<file path="src/design/modbus_rtu_frame_decoder_unit_assert.svh">
// Assertion macros for the Modbus RTU frame decoder.
`ifndef MODBUS_RTU_FRAME_DECODER_UNIT_ASSERT_SVH
`define MODBUS_RTU_FRAME_DECODER_UNIT_ASSERT_SVH

// Same-cycle implication, quiet while reset is low.
`define MRFD_ASSERT_NOW(lbl, ante, cons, msg) \
    lbl: assert property (@(posedge i_clk) disable iff (!i_rst_n) (ante) |-> (cons)) \
        else $error(msg);

// Next-cycle implication, quiet while reset is low.
`define MRFD_ASSERT_NEXT(lbl, ante, cons, msg) \
    lbl: assert property (@(posedge i_clk) disable iff (!i_rst_n) (ante) |=> (cons)) \
        else $error(msg);

`endif

</file>
<file path="src/design/mbrtu_pkg.sv">
// Types and constants of the Modbus RTU frame decoder.
`default_nettype none

package mbrtu_pkg;

    typedef enum logic [1:0] {
        ST_IDLE,
        ST_HDR,
        ST_PAY_RD,
        ST_PAY_WR
    } t_state;

    localparam logic [2:0] ERR_OK        = 3'd0;
    localparam logic [2:0] ERR_TOO_SHORT = 3'd1;
    localparam logic [2:0] ERR_BAD_CRC   = 3'd2;
    localparam logic [2:0] ERR_BAD_FUNC  = 3'd3;
    localparam logic [2:0] ERR_TOO_LONG  = 3'd4;

    localparam logic [7:0] FC_READ_FIRST      = 8'd1;
    localparam logic [7:0] FC_READ_LAST       = 8'd4;
    localparam logic [7:0] FC_WRITE_COIL      = 8'd5;
    localparam logic [7:0] FC_WRITE_REG       = 8'd6;
    localparam logic [7:0] FC_WRITE_COILS     = 8'd15;
    localparam logic [7:0] FC_WRITE_REGS      = 8'd16;

    localparam logic [15:0] CRC_INIT = 16'hFFFF;
    localparam logic [15:0] CRC_POLY = 16'hA001;

    localparam int MIN_FRAME_LEN  = 5;
    localparam int REQ_FRAME_LEN  = 8;
    localparam int HDR_BYTES      = 7;

    localparam logic [2:0] PSTART_READ   = 3'd3;
    localparam logic [2:0] PSTART_SINGLE = 3'd4;
    localparam logic [2:0] PSTART_MULTI  = 3'd7;
    localparam logic [7:0] SINGLE_LEN    = 8'd2;

    // Fold one byte into a reflected CRC-16, one bit per step.
    function automatic logic [15:0] crc_fold(input logic [15:0] crc, input logic [7:0] b);
        logic [15:0] c;
        c = crc ^ {8'd0, b};
        for (int k = 0; k < 8; k++) begin
            if (c[0]) begin
                c = (c >> 1) ^ CRC_POLY;
            end else begin
                c = c >> 1;
            end
        end
        return c;
    endfunction

endpackage

`default_nettype wire

</file>
<file path="src/design/modbus_rtu_frame_decoder_unit.sv">
// A word without frame end is absorbed into the frame store and the CRC.
// A word with frame end moves to the header state, which loads the header result
// once the output is free; then each payload result takes a frame-store read and a load.
// Throughput: one word per cycle while a frame arrives; frame end blocks input
// until the last result is loaded. Reset clears control, CRC and counts;
// the frame store is not cleared and needs no clearing pass.
`default_nettype none
`include "modbus_rtu_frame_decoder_unit_assert.svh"

module modbus_rtu_frame_decoder_unit #(
    parameter int FRAME_BYTES = 64
) (
    input  logic        i_clk,
    input  logic        i_rst_n,
    input  logic        i_in_valid,
    output logic        o_in_stall,
    input  logic [7:0]  i_rx_byte,
    input  logic        i_frame_end,
    output logic        o_out_valid,
    input  logic        i_out_stall,
    output logic        o_kind,
    output logic [2:0]  o_error_code,
    output logic [7:0]  o_unit_id,
    output logic [7:0]  o_func_code,
    output logic [15:0] o_start_addr,
    output logic [15:0] o_quantity,
    output logic [7:0]  o_count_byte,
    output logic [7:0]  o_payload_len,
    output logic [15:0] o_received_crc,
    output logic [15:0] o_computed_crc,
    output logic [7:0]  o_payload_byte,
    output logic        o_last
);
    import mbrtu_pkg::*;

    localparam int AW = $clog2(FRAME_BYTES);
    localparam int CW = $clog2(FRAME_BYTES + 1);

    t_state          r_state, n_state;
    logic [CW-1:0]   r_count;
    logic            r_ovf;
    logic [15:0]     r_crc;
    logic [7:0]      r_prev1, r_prev2;
    logic [7:0]      r_hb [0:HDR_BYTES-1];
    logic [7:0]      r_mem [0:FRAME_BYTES-1];
    logic [7:0]      r_rd_data;
    logic [2:0]      r_pstart;
    logic [CW-1:0]   r_n, r_idx;

    logic            r_o_valid, r_o_kind, r_o_last;
    logic [2:0]      r_o_err;
    logic [7:0]      r_o_unit, r_o_func, r_o_cnt, r_o_plen, r_o_pbyte;
    logic [15:0]     r_o_start, r_o_qty, r_o_rcrc, r_o_ccrc;

    logic            w_in_acc, w_store, w_out_free;
    logic            w_load_hdr, w_load_pay, w_rd_en;
    logic [AW-1:0]   w_rd_addr;
    logic            w_idx_last;

    logic [2:0]      w_err;
    logic [7:0]      w_unit, w_func, w_cnt, w_plen, w_decl;
    logic [15:0]     w_start, w_qty, w_rcrc, w_ccrc;
    logic            w_has;
    logic [2:0]      w_pstart;
    logic [CW-1:0]   w_dlen, w_avail, w_n;
    logic [7:0]      w_gb [0:HDR_BYTES-1];

    assign o_in_stall = (r_state != ST_IDLE);
    assign w_in_acc   = i_in_valid && !o_in_stall;
    assign w_store    = w_in_acc && (r_count < CW'(FRAME_BYTES));
    assign w_out_free = !r_o_valid || !i_out_stall;
    assign w_rd_addr  = AW'(CW'(r_pstart) + r_idx);
    assign w_idx_last = (CW'(r_idx + CW'(1)) == r_n);

    // Header decode from the registered frame summary.
    always_comb begin
        w_err    = ERR_OK;
        w_start  = 16'd0;
        w_qty    = 16'd0;
        w_cnt    = 8'd0;
        w_decl   = 8'd0;
        w_rcrc   = 16'd0;
        w_ccrc   = 16'd0;
        w_has    = 1'b0;
        w_pstart = 3'd0;
        w_unit   = (r_count > CW'(0)) ? r_hb[0] : 8'd0;
        w_func   = (r_count > CW'(1)) ? r_hb[1] : 8'd0;
        w_dlen   = CW'(r_count - CW'(2));
        for (int k = 0; k < HDR_BYTES; k++) begin
            w_gb[k] = (CW'(k) < w_dlen) ? r_hb[k] : 8'd0;
        end
        if (r_ovf) begin
            w_err = ERR_TOO_LONG;
        end else if (r_count < CW'(MIN_FRAME_LEN)) begin
            w_err = ERR_TOO_SHORT;
        end else begin
            w_rcrc = {r_prev1, r_prev2};
            w_ccrc = r_crc;
            if (w_rcrc != w_ccrc) begin
                w_err = ERR_BAD_CRC;
            end else begin
                case (w_func) inside
                    [FC_READ_FIRST:FC_READ_LAST]: begin
                        if (r_count == CW'(REQ_FRAME_LEN)) begin
                            w_start = {w_gb[2], w_gb[3]};
                            w_qty   = {w_gb[4], w_gb[5]};
                        end else begin
                            w_cnt    = w_gb[2];
                            w_decl   = w_gb[2];
                            w_pstart = PSTART_READ;
                            w_has    = 1'b1;
                        end
                    end
                    FC_WRITE_COIL, FC_WRITE_REG: begin
                        w_start  = {w_gb[2], w_gb[3]};
                        w_decl   = SINGLE_LEN;
                        w_pstart = PSTART_SINGLE;
                        w_has    = 1'b1;
                    end
                    FC_WRITE_COILS, FC_WRITE_REGS: begin
                        w_start  = {w_gb[2], w_gb[3]};
                        w_qty    = {w_gb[4], w_gb[5]};
                        w_cnt    = w_gb[6];
                        w_decl   = w_gb[6];
                        w_pstart = PSTART_MULTI;
                        w_has    = 1'b1;
                    end
                    default: begin
                        w_err = ERR_BAD_FUNC;
                    end
                endcase
            end
        end
        // Clip payload to the bytes before the CRC.
        if (w_dlen > CW'(w_pstart)) begin
            w_avail = CW'(w_dlen - CW'(w_pstart));
        end else begin
            w_avail = CW'(0);
        end
        if (!w_has) begin
            w_n = CW'(0);
        end else if (w_decl < 8'(w_avail)) begin
            w_n = CW'(w_decl);
        end else begin
            w_n = w_avail;
        end
        w_plen = w_has ? w_decl : 8'd0;
    end

    always_comb begin
        n_state    = r_state;
        w_load_hdr = 1'b0;
        w_load_pay = 1'b0;
        w_rd_en    = 1'b0;
        case (r_state)
            ST_IDLE: begin
                if (w_in_acc && i_frame_end) begin
                    n_state = ST_HDR;
                end
            end
            ST_HDR: begin
                if (w_out_free) begin
                    w_load_hdr = 1'b1;
                    n_state    = (w_n == CW'(0)) ? ST_IDLE : ST_PAY_RD;
                end
            end
            ST_PAY_RD: begin
                w_rd_en = 1'b1;
                n_state = ST_PAY_WR;
            end
            ST_PAY_WR: begin
                if (w_out_free) begin
                    w_load_pay = 1'b1;
                    n_state    = w_idx_last ? ST_IDLE : ST_PAY_RD;
                end
            end
            default: begin
                n_state = ST_IDLE;
            end
        endcase
    end

    always_ff @(posedge i_clk) begin
        if (!i_rst_n) begin
            r_state   <= ST_IDLE;
            r_count   <= CW'(0);
            r_ovf     <= 1'b0;
            r_crc     <= CRC_INIT;
            r_o_valid <= 1'b0;
        end else begin
            r_state <= n_state;
            if (w_store) begin
                r_count <= CW'(r_count + CW'(1));
                if (r_count >= CW'(2)) begin
                    r_crc <= crc_fold(r_crc, r_prev2);
                end
            end else if (w_in_acc) begin
                r_ovf <= 1'b1;
            end
            // Start the next frame once the header is out.
            if (w_load_hdr) begin
                r_count <= CW'(0);
                r_ovf   <= 1'b0;
                r_crc   <= CRC_INIT;
            end
            if (w_load_hdr || w_load_pay) begin
                r_o_valid <= 1'b1;
            end else if (!i_out_stall) begin
                r_o_valid <= 1'b0;
            end
        end
    end

    always_ff @(posedge i_clk) begin
        if (w_store) begin
            r_mem[r_count[AW-1:0]] <= i_rx_byte;
            r_prev2 <= r_prev1;
            r_prev1 <= i_rx_byte;
        end
        if (w_rd_en) begin
            r_rd_data <= r_mem[w_rd_addr];
        end
    end

    always_ff @(posedge i_clk) begin
        for (int k = 0; k < HDR_BYTES; k++) begin
            if (w_store && (r_count == CW'(k))) begin
                r_hb[k] <= i_rx_byte;
            end
        end
    end

    always_ff @(posedge i_clk) begin
        if (w_load_hdr) begin
            r_n        <= w_n;
            r_pstart   <= w_pstart;
            r_idx      <= CW'(0);
            r_o_kind   <= 1'b0;
            r_o_err    <= w_err;
            r_o_unit   <= w_unit;
            r_o_func   <= w_func;
            r_o_start  <= w_start;
            r_o_qty    <= w_qty;
            r_o_cnt    <= w_cnt;
            r_o_plen   <= w_plen;
            r_o_rcrc   <= w_rcrc;
            r_o_ccrc   <= w_ccrc;
            r_o_pbyte  <= 8'd0;
            r_o_last   <= (w_n == CW'(0));
        end else if (w_load_pay) begin
            r_idx      <= CW'(r_idx + CW'(1));
            r_o_kind   <= 1'b1;
            r_o_err    <= ERR_OK;
            r_o_unit   <= 8'd0;
            r_o_func   <= 8'd0;
            r_o_start  <= 16'd0;
            r_o_qty    <= 16'd0;
            r_o_cnt    <= 8'd0;
            r_o_plen   <= 8'd0;
            r_o_rcrc   <= 16'd0;
            r_o_ccrc   <= 16'd0;
            r_o_pbyte  <= r_rd_data;
            r_o_last   <= w_idx_last;
        end
    end

    assign o_out_valid    = r_o_valid;
    assign o_kind         = r_o_kind;
    assign o_error_code   = r_o_err;
    assign o_unit_id      = r_o_unit;
    assign o_func_code    = r_o_func;
    assign o_start_addr   = r_o_start;
    assign o_quantity     = r_o_qty;
    assign o_count_byte   = r_o_cnt;
    assign o_payload_len  = r_o_plen;
    assign o_received_crc = r_o_rcrc;
    assign o_computed_crc = r_o_ccrc;
    assign o_payload_byte = r_o_pbyte;
    assign o_last         = r_o_last;

    `MRFD_ASSERT_NOW(a_pay_ok, o_out_valid && o_kind, o_error_code == ERR_OK, "payload error")
    `MRFD_ASSERT_NOW(a_count_bound, 1'b1, r_count <= CW'(FRAME_BYTES), "count past buffer")
    `MRFD_ASSERT_NEXT(a_end_hdr, w_in_acc && i_frame_end, r_state == ST_HDR, "no header")
    `MRFD_ASSERT_NOW(a_idx_bound, r_state == ST_PAY_WR, r_idx < r_n, "index past count")

endmodule

`default_nettype wire

</file>
<file path="config.mk">
export PLATFORM = sky130hd
export DESIGN_NAME = modbus_rtu_frame_decoder_unit
export DESIGN_NICKNAME = d
export VERILOG_FILES = /design/src/design/mbrtu_pkg.sv /design/src/design/modbus_rtu_frame_decoder_unit.sv
export VERILOG_INCLUDE_DIRS = /design/src /design/src/design
export SDC_FILE = /design/constraint.sdc
export NUM_CORES = 1
export LEC_CHECK = 0
export BUFFER_PORTS_ARGS = -buffer_cell sky130_fd_sc_hd__buf_2
export CORE_ASPECT_RATIO = 2
export CORE_MARGIN = 2
export CORE_UTILIZATION = 60
export DETAILED_ROUTE_END_ITERATION = 7
export GPL_TIMING_DRIVEN = 1
export HOLD_SLACK_MARGIN = 0.15
export PLACE_DENSITY_LB_ADDON = 0.08
export REMOVE_ABC_BUFFERS = 1
export SLEW_MARGIN = 10
export SYNTH_ARGS = -nofsm -noshare
export SYNTH_HDL_FRONTEND = slang
export SYNTH_SLANG_ARGS = --single-unit
</file>
<file path="constraint.sdc">
create_clock -name i_clk -period 10.35 [get_ports i_clk]
set_clock_uncertainty 0.15 [all_clocks]
set_input_delay 0.5175 -clock i_clk [delete_from_list [all_inputs] [get_ports i_clk]]
set_output_delay 0.5175 -clock i_clk [all_outputs]
set_load 0.05 [all_outputs]
</file>
== After elaboration in Yosys (flattened, before gate mapping) ==
Memories as Yosys holds them, arrays and structs flattened. A register that Yosys moved wholly into a read port is not among the register bits.
Index checks and enable logic that the tools add are counted.

* Memory bits (writable): 568
* Register bits after elaboration: 169
* Output and inout port bits: 111
* Memory bits (read-only): 0
* Logic and storage cells: 257
* Bits in latches: 0
* Memories: 2

{| class="wikitable"
|+ Memory list
! name !! words !! width !! read ports !! clocked after Yosys merged registers in !! write ports !! RTL line !! text
|-
| r_mem || 64 || 8 || 1 || 1 || 1 || modbus_rtu_frame_decoder_unit.sv:45 || <nowiki>logic [7:0] r_mem [0:FRAME_BYTES-1];</nowiki>
|-
| r_hb || 7 || 8 || 7 || 0 || 1 || modbus_rtu_frame_decoder_unit.sv:44 || <nowiki>logic [7:0] r_hb [0:HDR_BYTES-1];</nowiki>
|}

* Bitwise gates (word level): 11
* Multiplexer cells: 150
* Shift operators: 0
* $add $sub $neg: 5
* Multipliers: 0
* Div/mod/pow operators: 0
* Equality and inequality tests: 20
* Reductions and logical operators: 33
* Order comparisons: 14

{| class="wikitable"
|+ Operators by type and width
! kind !! number
|-
| $mux W16 || 52
|-
| $mux W8 || 31
|-
| $mux W3 || 19
|-
| $reduce_or A8 Y1 || 6
|-
| $mux W1 || 37
|-
| $not A2 Y3 || 8
|-
| $eq A7 B3 Y1 const B || 3
|-
| $lt A3 B7 Y1 const A || 3
|-
| $mux W7 || 3
|-
| $eq A8 B3 Y1 const B || 2
|-
| $ne A16 B16 Y1 || 1
|-
| $xor A16 B8 Y16 || 1
|-
| $add A7 B1 Y7 const B || 2
|-
| $eq A7 B2 Y1 const B || 2
|-
| $gt A7 B1 Y1 const B || 2
|-
| $logic_not A7 Y1 || 2
|-
| $lt A2 B7 Y1 const A || 2
|-
| $mux W2 || 7
|-
| $logic_and A1 B1 Y1 || 11
|-
| $eq A8 B4 Y1 const B || 1
|-
| $eq A8 B5 Y1 const B || 1
|-
| $ge A8 B1 Y1 const B || 1
|-
| $le A8 B3 Y1 const B || 1
|-
| $lt A8 B7 Y1 || 1
|-
| 23 further kinds || 34
|}

== Logic depth before layout (Yosys ltp) ==
Gate-level depths: netlist (run 1).

* Depth after elaboration: 38
* Mapped depth: 26
* Depth with buffers taken out: 23

== Worst setup path before layout (run 1) ==
OpenSTA, ideal clock, no wires.

* Path type: reg-to-reg
* From: reg r_count[1]
* To: reg r_n[0], data pin
* Arrival: 4.843 ns
* Slack: 5.098 ns
* Required time: 9.941 ns
* Setup time: 0.259 ns
* Buffers on the path: 2
* Cell stages (with the launch flop): 26
* Period minus slack after synthesis: 5.252 ns
* Cell sequence: dfxtp_1 > inv_1 > ha_1 > a21boi_0 > o21ai_0 > clkbuf_1 > nand2_1 > nor2_1 > o21ai_0 > inv_1 > ha_1 > fa_1 > nor2b_1 > nor2_1 > a31oi_1 > xnor2_1 > or2_2 > ha_1 > nand2_1 > nor2_1 > and2_1 > a311o_1 > a211oi_4 > buf_6 > mux2i_1 > nor2_1

* Word-level cells in the longest chain between the ends: 15
* Elaborated cells on any way between the ends: 45
* Classes of those cells: add/sub: 2; order compare: 8; eq/ne: 5; mux: 27; reduce/logical: 3

{| class="wikitable"
|+ Ends and longest elaborated chain
! item !! RTL line !! text
|-
| start, declared || modbus_rtu_frame_decoder_unit.sv:40 || <nowiki>logic [CW-1:0] r_count;</nowiki>
|-
| start signal, assigned || modbus_rtu_frame_decoder_unit.sv:193 || <nowiki>r_count <= CW'(r_count + CW'(1));</nowiki>
|-
| $gt A7 B1 Y1 || modbus_rtu_frame_decoder_unit.sv:87 || <nowiki>w_func = (r_count > CW'(1)) ? r_hb[1] : 8'd0;</nowiki>
|-
| $mux W8 || modbus_rtu_frame_decoder_unit.sv:87 ||
|-
| $eq A8 B4 Y1 (no source line) or $eq A8 B5 Y1 (tied branches) || -- ||
|-
| $reduce_or A2 Y1 || modbus_rtu_frame_decoder_unit.sv:102 || <nowiki>case (w_func) inside</nowiki>
|-
| $mux W3 (3 in series) || modbus_rtu_frame_decoder_unit.sv:102 ||
|-
| $mux W3 || modbus_rtu_frame_decoder_unit.sv:99 || <nowiki>if (w_rcrc != w_ccrc) begin</nowiki>
|-
| $mux W3 * || modbus_rtu_frame_decoder_unit.sv:94 || <nowiki>end else if (r_count < CW'(MIN_FRAME_LEN)) begin</nowiki>
|-
| $mux W3 * || modbus_rtu_frame_decoder_unit.sv:92 || <nowiki>if (r_ovf) begin</nowiki>
|-
| named net w_pstart[0] || modbus_rtu_frame_decoder_unit.sv:64 || <nowiki>logic [2:0] w_pstart;</nowiki>
|-
| $sub A7 B3 Y7 or $gt A7 B3 Y1 (tied branches) || modbus_rtu_frame_decoder_unit.sv:136, modbus_rtu_frame_decoder_unit.sv:135 ||
|-
| $mux W7 * || modbus_rtu_frame_decoder_unit.sv:135 || <nowiki>if (w_dlen > CW'(w_pstart)) begin</nowiki>
|-
| $lt A8 B7 Y1 || modbus_rtu_frame_decoder_unit.sv:142 || <nowiki>end else if (w_decl < 8'(w_avail)) begin</nowiki>
|-
| $mux W7 * || modbus_rtu_frame_decoder_unit.sv:142 ||
|-
| $mux W7 * || modbus_rtu_frame_decoder_unit.sv:140 || <nowiki>if (!w_has) begin</nowiki>
|-
| named net w_n[0] || modbus_rtu_frame_decoder_unit.sv:65 || <nowiki>logic [CW-1:0] w_dlen, w_avail, w_n;</nowiki>
|-
| end signal, assigned || modbus_rtu_frame_decoder_unit.sv:235 || <nowiki>r_n <= w_n;</nowiki>
|-
| end, declared || modbus_rtu_frame_decoder_unit.sv:48 || <nowiki>logic [CW-1:0] r_n, r_idx;</nowiki>
|}

Mark *: on every way through the listed nets, which the timed path passes. The rest lies on a longest branch.
A chain may end at the register's enable or synchronous reset.

== Worst setup path after layout (run 1) ==
* From: reg r_count[1]
* To: reg r_o_last (netlist: o_last), data pin

* Word-level cells in the longest chain between the ends: 17
* Elaborated cells on any way between the ends: 47
* Classes of those cells: add/sub: 2; order compare: 8; eq/ne: 5; mux: 28; reduce/logical: 4

{| class="wikitable"
|+ Ends and longest elaborated chain
! item !! RTL line !! text
|-
| $gt A7 B1 Y1 || modbus_rtu_frame_decoder_unit.sv:87 ||
|-
| $mux W8 || modbus_rtu_frame_decoder_unit.sv:87 ||
|-
| $eq A8 B4 Y1 (no source line) or $eq A8 B5 Y1 (tied branches) || -- ||
|-
| $reduce_or A2 Y1 || modbus_rtu_frame_decoder_unit.sv:102 ||
|-
| $mux W3 (3 in series) || modbus_rtu_frame_decoder_unit.sv:102 ||
|-
| $mux W3 || modbus_rtu_frame_decoder_unit.sv:99 ||
|-
| $mux W3 * || modbus_rtu_frame_decoder_unit.sv:94 ||
|-
| $mux W3 * || modbus_rtu_frame_decoder_unit.sv:92 ||
|-
| named net w_pstart[0] || modbus_rtu_frame_decoder_unit.sv:64 ||
|-
| $sub A7 B3 Y7 or $gt A7 B3 Y1 (tied branches) || modbus_rtu_frame_decoder_unit.sv:136, modbus_rtu_frame_decoder_unit.sv:135 ||
|-
| $mux W7 * || modbus_rtu_frame_decoder_unit.sv:135 ||
|-
| $lt A8 B7 Y1 || modbus_rtu_frame_decoder_unit.sv:142 ||
|-
| $mux W7 * || modbus_rtu_frame_decoder_unit.sv:142 ||
|-
| $mux W7 * || modbus_rtu_frame_decoder_unit.sv:140 ||
|-
| $logic_not A7 Y1 * || modbus_rtu_frame_decoder_unit.sv:249 || <nowiki>r_o_last <= (w_n == CW'(0));</nowiki>
|-
| $mux W1 * || modbus_rtu_frame_decoder_unit.sv:234 || <nowiki>if (w_load_hdr) begin</nowiki>
|-
| end signal, assigned || modbus_rtu_frame_decoder_unit.sv:249 ||
|-
| end signal, assigned || modbus_rtu_frame_decoder_unit.sv:263 || <nowiki>r_o_last <= w_idx_last;</nowiki>
|-
| end, declared || modbus_rtu_frame_decoder_unit.sv:50 || <nowiki>logic r_o_valid, r_o_kind, r_o_last;</nowiki>
|}

Marks and branches as above.

==> results of run 1 <==
## flip-flops by register name, summed over array words and instances, names as in the netlist, 16 cells and up
register        count
o_received_crc     16
o_quantity         16
r_hb               56
r_mem             512
o_computed_crc     16
r_crc              16
o_start_addr       16
## through the flow
stage	power, mW	hold slack, ns	setup slack [ns]	area [um^2]	utilization [%]
global route	6.32	0.266	3.11	33200	67.8
global placement	3.74	0.273	4.00	31000	63.3
floorplan	3.63	0.287	3.05	29400	-
detailed placement	3.75	0.284	3.80	31000	63.3
finish	6.16	0.233	3.64	33200	67.8
CTS	6.20	0.215	3.78	33200	67.8
## worst register-to-register path: stages (launching register included)
cell      delay [ns]
dfxtp_1         0.61
inv_1           0.26
ha_1            0.44
a21boi_0        0.22
o21ai_0         0.81
nand2_1         0.32
nor2_1          0.17
o21ai_0         0.13
inv_1           0.20
ha_1            0.22
fa_1            0.21
nor2b_1         0.08
or3_1           0.33
a221o_1         0.32
nand4_1         0.15
ha_1            0.27
nand4_1         0.12
nor2_1          0.06
and2_1          0.15
a311o_1         0.39
a211oi_4        0.53
o2111a_1        0.28
nor2_1          0.05
## kinds of logic (layout without fill, tap and decap cells)
kind of cell	count (synthesis)	after routing	synth area share, %
xor gates and xnor gates	50	50	1.48
AOI/OAI and AO/OA	86	86	2.04
DFF	744	744	73.9
and+or+nand+nor	434	434	7.24
muxes	174	174	13.0
adders and majority gates	28	28	1.23
buffers and inverters	79	275	1.11
## repair_timing
action	in CTS	in global routing
endpoints found under the hold margin	3	0
hold buffers	5	0
gates resized for setup	0	0
setup buffers	0	0
## cell type report
| class | instances | share of cell area, % |
|---|---|---|
| clock inverter | 41 | 1.64 |
| clock buffer | 72 | 4.85 |
| timing repair buffer | 146 | 2.46 |
| sequential | 744 | 66.0 |
| inverter | 16 | 0.189 |
| multi-input combinational | 772 | 22.4 |
| tap | 643 | 2.42 |
## power breakdown
group	internal (mW)	leakage [nW]	switching (mW)	total, mW
Sequential	3.33	6.76	0.0191	3.35
Clock	1.44	1.04	1.04	2.48
Combinational	0.101	3.24	0.233	0.333
## path summary, 6_finish.rpt
| kind | from | end | slack, ns | cells after the start |
|---|---|---|---|---|
| setup / recovery | r_count[1]$_SDFFE_PP0P_ | o_last$_DFFE_PP_ | 3.64 | 22 |
| hold reg to reg | o_payload_byte[0]$_SDFFE_PP0P_ | o_payload_byte[0]$_SDFFE_PP0P_ | 0.29 | 2 |
| hold / removal | i_rst_n | r_state[0]$_SDFFE_PN0P_ | 0.23 | 3 |
| setup reg to reg | r_count[1]$_SDFFE_PP0P_ | o_last$_DFFE_PP_ | 3.64 | 22 |
## routing by layer
metal / share of wire, % / global-route usage (%) / vias to the layer above
met1: 39 / 35.4 / 7779
met5: 0 / 0 / -
li1: - / - / 6580
met4: 3.1 / 8.21 / 0
met2: 52 / 45.2 / 572
met3: 5.6 / 2.98 / 118
## cells in the final DEF, fill, tap and decap left out, types with 4 or more instances in the layout
| master | netlist | final |
|---|---|---|
| xor2_1 | 17 | 17 |
| a21oi_1 | 20 | 20 |
| o211ai_1 | 8 | 8 |
| xnor2_1 | 33 | 31 |
| buf_4 | 1 | 18 |
| dlygate4sd3_1 | 0 | 5 |
| o21a_1 | 5 | 5 |
| nor2b_1 | 13 | 13 |
| buf_2 | 4 | 122 |
| a31oi_1 | 7 | 7 |
| inv_1 | 15 | 14 |
| clkinvlp_4 | 0 | 4 |
| nand2b_1 | 6 | 6 |
| dfxtp_1 | 43 | 43 |
| clkinv_2 | 0 | 10 |
| mux4_2 | 168 | 168 |
| or2_2 | 9 | 9 |
| a22oi_1 | 7 | 7 |
| nand3_1 | 33 | 33 |
| nand4_1 | 6 | 6 |
| nor2_1 | 118 | 118 |
| and2_1 | 77 | 77 |
| clkbuf_1 | 41 | 9 |
| mux2i_1 | 6 | 6 |
| nor3_1 | 24 | 23 |
| nand2_1 | 102 | 102 |
| clkbuf_16 | 0 | 63 |
| bufinv_16 | 0 | 13 |
| clkinv_1 | 1 | 11 |
| nor4_1 | 7 | 7 |
| o21ai_0 | 15 | 15 |
| edfxtp_1 | 701 | 701 |
| and3_1 | 20 | 20 |
| ha_1 | 26 | 25 |
==> metrics.txt, run 1 <==
Netlist cell types=64; final setup violation count=0; largest area contributor in the netlist=edfxtp_1; first-pass GRT wire length=98700 um; FF+latch count, synth=744; number of diodes=0; Tcrit/Tclk final=64.9%; asr flop ratio synth=0%; CP cell instances=inv_1, ha_1, a21boi_0, o21ai_0, nand2_1, nor2_1, o21ai_0, inv_1, ha_1, fa_1, nor2b_1, or3_1, a221o_1, nand4_1, ha_1, nand4_1, nor2_1, and2_1, a311o_1, a211oi_4, o2111a_1, nor2_1; sequential cell area fraction in the yosys report=73.9%; top-area cell type share of the netlist area=71.0%; core box area=48900 um^2; Crit path buffers/inverters=2; Slew headroom=25.6%; Top Family by Delay on Critical Path=compound AO/OA/AOI/OAI gates; initial cell density of the core=60.6%; most frequent cells after synthesis=edfxtp_1 (701), mux4_2 (168), nor2_1 (118), nand2_1 (102), and2_1 (77); vias in the first global route=15600; GRT Resource Usage Total=26.2%; Syn Std Cell Area=29600 um^2; drt total wl=65600 um; status=completed; PD cells=186 nW/um^2; min cycle time layout=6.71 ns; Sink Count=744; Leak Pwr=11.0 nW; hpwl dp=40400 um; top_reg_cell synth=edfxtp_1; worst slew pin tran=1.12 ns; GPL Wtd Cong=0.871; final hold vios=0; RSZ-0062 raised after global routing=no; slowest cell delay on critical path=0.81 ns; setup TNS=0 ns; # fillers=3260; die area=51300 um^2; largest net degree at the start of global routing=103; H-tree depth=2; Crit Path Class=reg2reg; fmax=149 MHz; Syn. warnings=0; DR vias=15000; DRT antenna net count=0; Hold WC Path Type=in2reg; Remaining DRCs=0; fin nets=1782; drt via density=6.18; fin. max-slew vios=0; router iterations before antenna repair=5; Reg area=21900 um^2; Syn Inst Count=1595; wire per inst=26.9 um; CTS Buf Count=61; Area Overhead vs Synth=12.0%; boundary pin count=124; most instantiated library cell after synthesis=edfxtp_1; Post-synth EDFFs=701; clock latency on the worst-skew pair=0.62 ns; Placed Cells=2316; CP Capture Type=register; Startpoint Class=register; area of the multi-input gates=7430 um^2; port bufs=123; CP max FO=16; slowest library cell on the worst path=o21ai_0; synth top area cells=edfxtp_1 (71%), mux4_2 (13%), dfxtp_1 (2.9%), and2_1 (1.6%), nor2_1 (1.5%); Mean Syn Cell Area=18.6 um^2; Die Ht=318 um; final cell count without fillers=2434; # rows=115; clock slew at reported path FFs=0.07 ns; clk buf depth=3; Worst Path Required=10.56 ns; clock tree from TritonCTS=built; Critical Path AT=6.93 ns; Die Span X=161 um; global route overflow=0; layout cell share with drive strength beyond 1=24.0%; initial antenna violation count=0; CTS Root Cell=clkbuf_16; VDD IR max=0.169 mV; Starting DRT DRC Count=1442; max cap viols=0
No activity file was read; power rests on OpenSTA's default activity.
==> run 2: changes to the inputs <==
--- a/config.mk
+++ b/config.mk
@@ -9,7 +9,7 @@
 export BUFFER_PORTS_ARGS = -buffer_cell sky130_fd_sc_hd__buf_2
 export CORE_ASPECT_RATIO = 2
 export CORE_MARGIN = 2
-export CORE_UTILIZATION = 60
+export CORE_UTILIZATION = 55
 export DETAILED_ROUTE_END_ITERATION = 7
 export GPL_TIMING_DRIVEN = 1
 export HOLD_SLACK_MARGIN = 0.15
==> constraint.sdc (replaced) <==
create_clock -name i_clk -period 5.7 [get_ports i_clk]
set_clock_uncertainty 0.15 [all_clocks]
set_input_delay 0.285 -clock i_clk [delete_from_list [all_inputs] [get_ports i_clk]]
set_output_delay 0.285 -clock i_clk [all_outputs]
set_load 0.05 [all_outputs]
==> metrics.txt, run 2 (synthesized netlist as in run 1, its figures left out) <==
worst reg2reg path depth=23; CP max FO=14; Remaining DRCs=0; # fillers=3836; layout cell share with drive strength beyond 1=24.8%; Startpoint Class=register; # rows=120; global route overflow=0; Worst Path Required=5.93 ns; Clock power frac=38.6%; fin nets=1813; final std cell area, no fill=33300 um^2; DP Area=31200 um^2; commonest cells after routing, fill and taps aside=edfxtp_1 (701), mux4_2 (168), buf_2 (123); Hold WC Path Type=in2reg; VDD IR max=0.353 mV; hpwl dp=45600 um; CP Capture Type=register; Starting DRT DRC Count=1139; final setup violation count=0; slowest cell delay on critical path=0.41 ns; Slew headroom=31.0%; boundary pin count=124; clock slew at reported path FFs=0.07 ns; router iterations before antenna repair=5; fmax=187 MHz; Cell Int Power=8.56 mW; max cap viols=0; PD cells=327 nW/um^2; drt via density=6.00; critical path depth=23; core box area=53500 um^2; Leak Pwr=11.2 nW; drt total wl=67700 um; largest net degree at the start of global routing=73; Die Ht=332 um; fin. max-slew vios=0; Comb pwr share=5.8%; RSZ-0062 raised after global routing=no; max FFs per register=512; CTS Buf Count=60; Critical Path AT=5.56 ns; sequential share of power=55.7%; area of the multi-input gates=7450 um^2; initial cell density of the core=55.4%; die area=55900 um^2; Crit path buffers/inverters=2; Sw Pwr=2.35 mW; Reg area=21900 um^2; Area Overhead vs Synth=12.5%; vias in the first global route=15400; first-pass GRT wire length=99300 um; clock tree from TritonCTS=built; GRT Resource Usage Total=24.6%; Worst Hold Depth=2; final hold vios=0; initial antenna violation count=0; Tcrit/Tclk final=93.6%; switching share of total power=21.5%; slowest library cell on the worst path=edfxtp_1; min cycle time layout=5.34 ns; wire per inst=27.2 um; H-tree depth=2; Top Family by Delay on Critical Path=compound AO/OA/AOI/OAI gates; CTS Root Cell=clkbuf_16; dpl ws=0.0780 ns; GPL Wtd Cong=0.895; CP cell instances=xnor2_1, ha_1, nand4_1, nor2_1, nand2_1, nor3b_4, o21ai_0, ha_1, nand2_1, o21a_1, o211a_1, a31o_2, nor2_1, inv_1, ha_1, nand2_1, nor2_1, and2_1, a311o_1, a211oi_4, buf_12, mux2i_1, nor2_1; Worst Slack Setup Final=0.363 ns; worst slew pin tran=1.03 ns; Die Span X=168 um; commonest non-fill, non-tap cell in the layout=edfxtp_1; clock latency on the worst-skew pair=0.63 ns; Core Util, Final=62.4%; DR vias=14900; Sink Count=744; number of diodes=0; port bufs=123; most used cell, CP=nor2_1; DRT antenna net count=0; status=completed; clk buf depth=3; Crit Path Class=reg2reg
==> run 2: cell count changes in the layout (fill, tap and decap cells not counted), moves of 3 or more <==
cell           before  now
buf_12              1    4
buf_4              18   43
clkbuf_1            9   12
bufinv_16          13    8
dlygate4sd3_1       5    8
==> run 2: final timing paths <==
kind / slack (ns) / to / startpoint
min reg2reg: 0.29 / o_payload_byte[1]$_SDFFE_PP0P_ / o_payload_byte[1]$_SDFFE_PP0P_
min: 0.22 / r_mem[2][0]$_DFFE_PP_ / i_rx_byte[0]
max: 0.36 / r_n[5]$_DFFE_PP_ / r_prev2[3]$_DFFE_PP_
max reg2reg: 0.36 / r_n[5]$_DFFE_PP_ / r_prev2[3]$_DFFE_PP_
==> run 2: through the flow <==
stage                     setup TNS (ns)  std cells  total power, mW  hold slack (ns)
after global routing                   0       2491             11.2            0.260
after CTS                              0       2490             11.0            0.245
final                                  0       2491             10.9            0.216
after floorplan                   -25.77       1532             6.58            0.234
after global placement                 0       2372             6.81            0.276
after detailed placement               0       2372             6.82            0.280
==> run 2: repair_timing <==
action | in CTS | in global routing
gates resized for setup | 0 | 2
setup endpoints to repair | 0 | 9
hold buffers | 8 | 0
buffers inserted | 0 | 1
endpoints found under the hold margin | 26 | 0
==> run 2: layout make-up <==
cell class / count / share of cell area (%)
flip-flops and latches: 744 / 65.7
multi-input cells: 772 / 22.3
clock buffers: 73 / 4.71
repair buffers: 178 / 3.30
well taps: 671 / 2.52
clock inverters: 37 / 1.20
inverters: 16 / 0.188
==> run 2: metal layers <==
layer | share of wire, % | GRT usage [%] | wire [um]
met5 | 0 | 0 | 0
met4 | 5.3 | 12.2 | 3590
met3 | 3.8 | 2.73 | 2600
met2 | 56 | 46.9 | 38100
met1 | 35 | 26.7 | 23500
==> run 2: power groups by stage <==
| stage | Combinational (mW) | Sequential, mW | Clock [mW] |
|---|---|---|---|
| 2_1_floorplan | 0.303 | 6.28 | 0 |
| 3_3_place_gp | 0.625 | 6.19 | 0 |
| 3_5_place_dp | 0.632 | 6.19 | 0 |
| 4_1_cts | 0.638 | 6.07 | 4.27 |
| 5_1_grt | 0.668 | 6.07 | 4.45 |
| 6_report | 0.629 | 6.07 | 4.21 |
==> run 2: worst register-to-register path: cells and delay by family, from the launching register on <==
kind                       cells  cell delay [ns]
AOI/OAI and AO/OA              6             1.57
xor gates and xnor gates       1             0.27
adders and majority gates      3             0.90
buffers and inverters          2             0.24
DFF                            1             0.41
muxes                          1             0.18
and+or+nand+nor               10             1.36
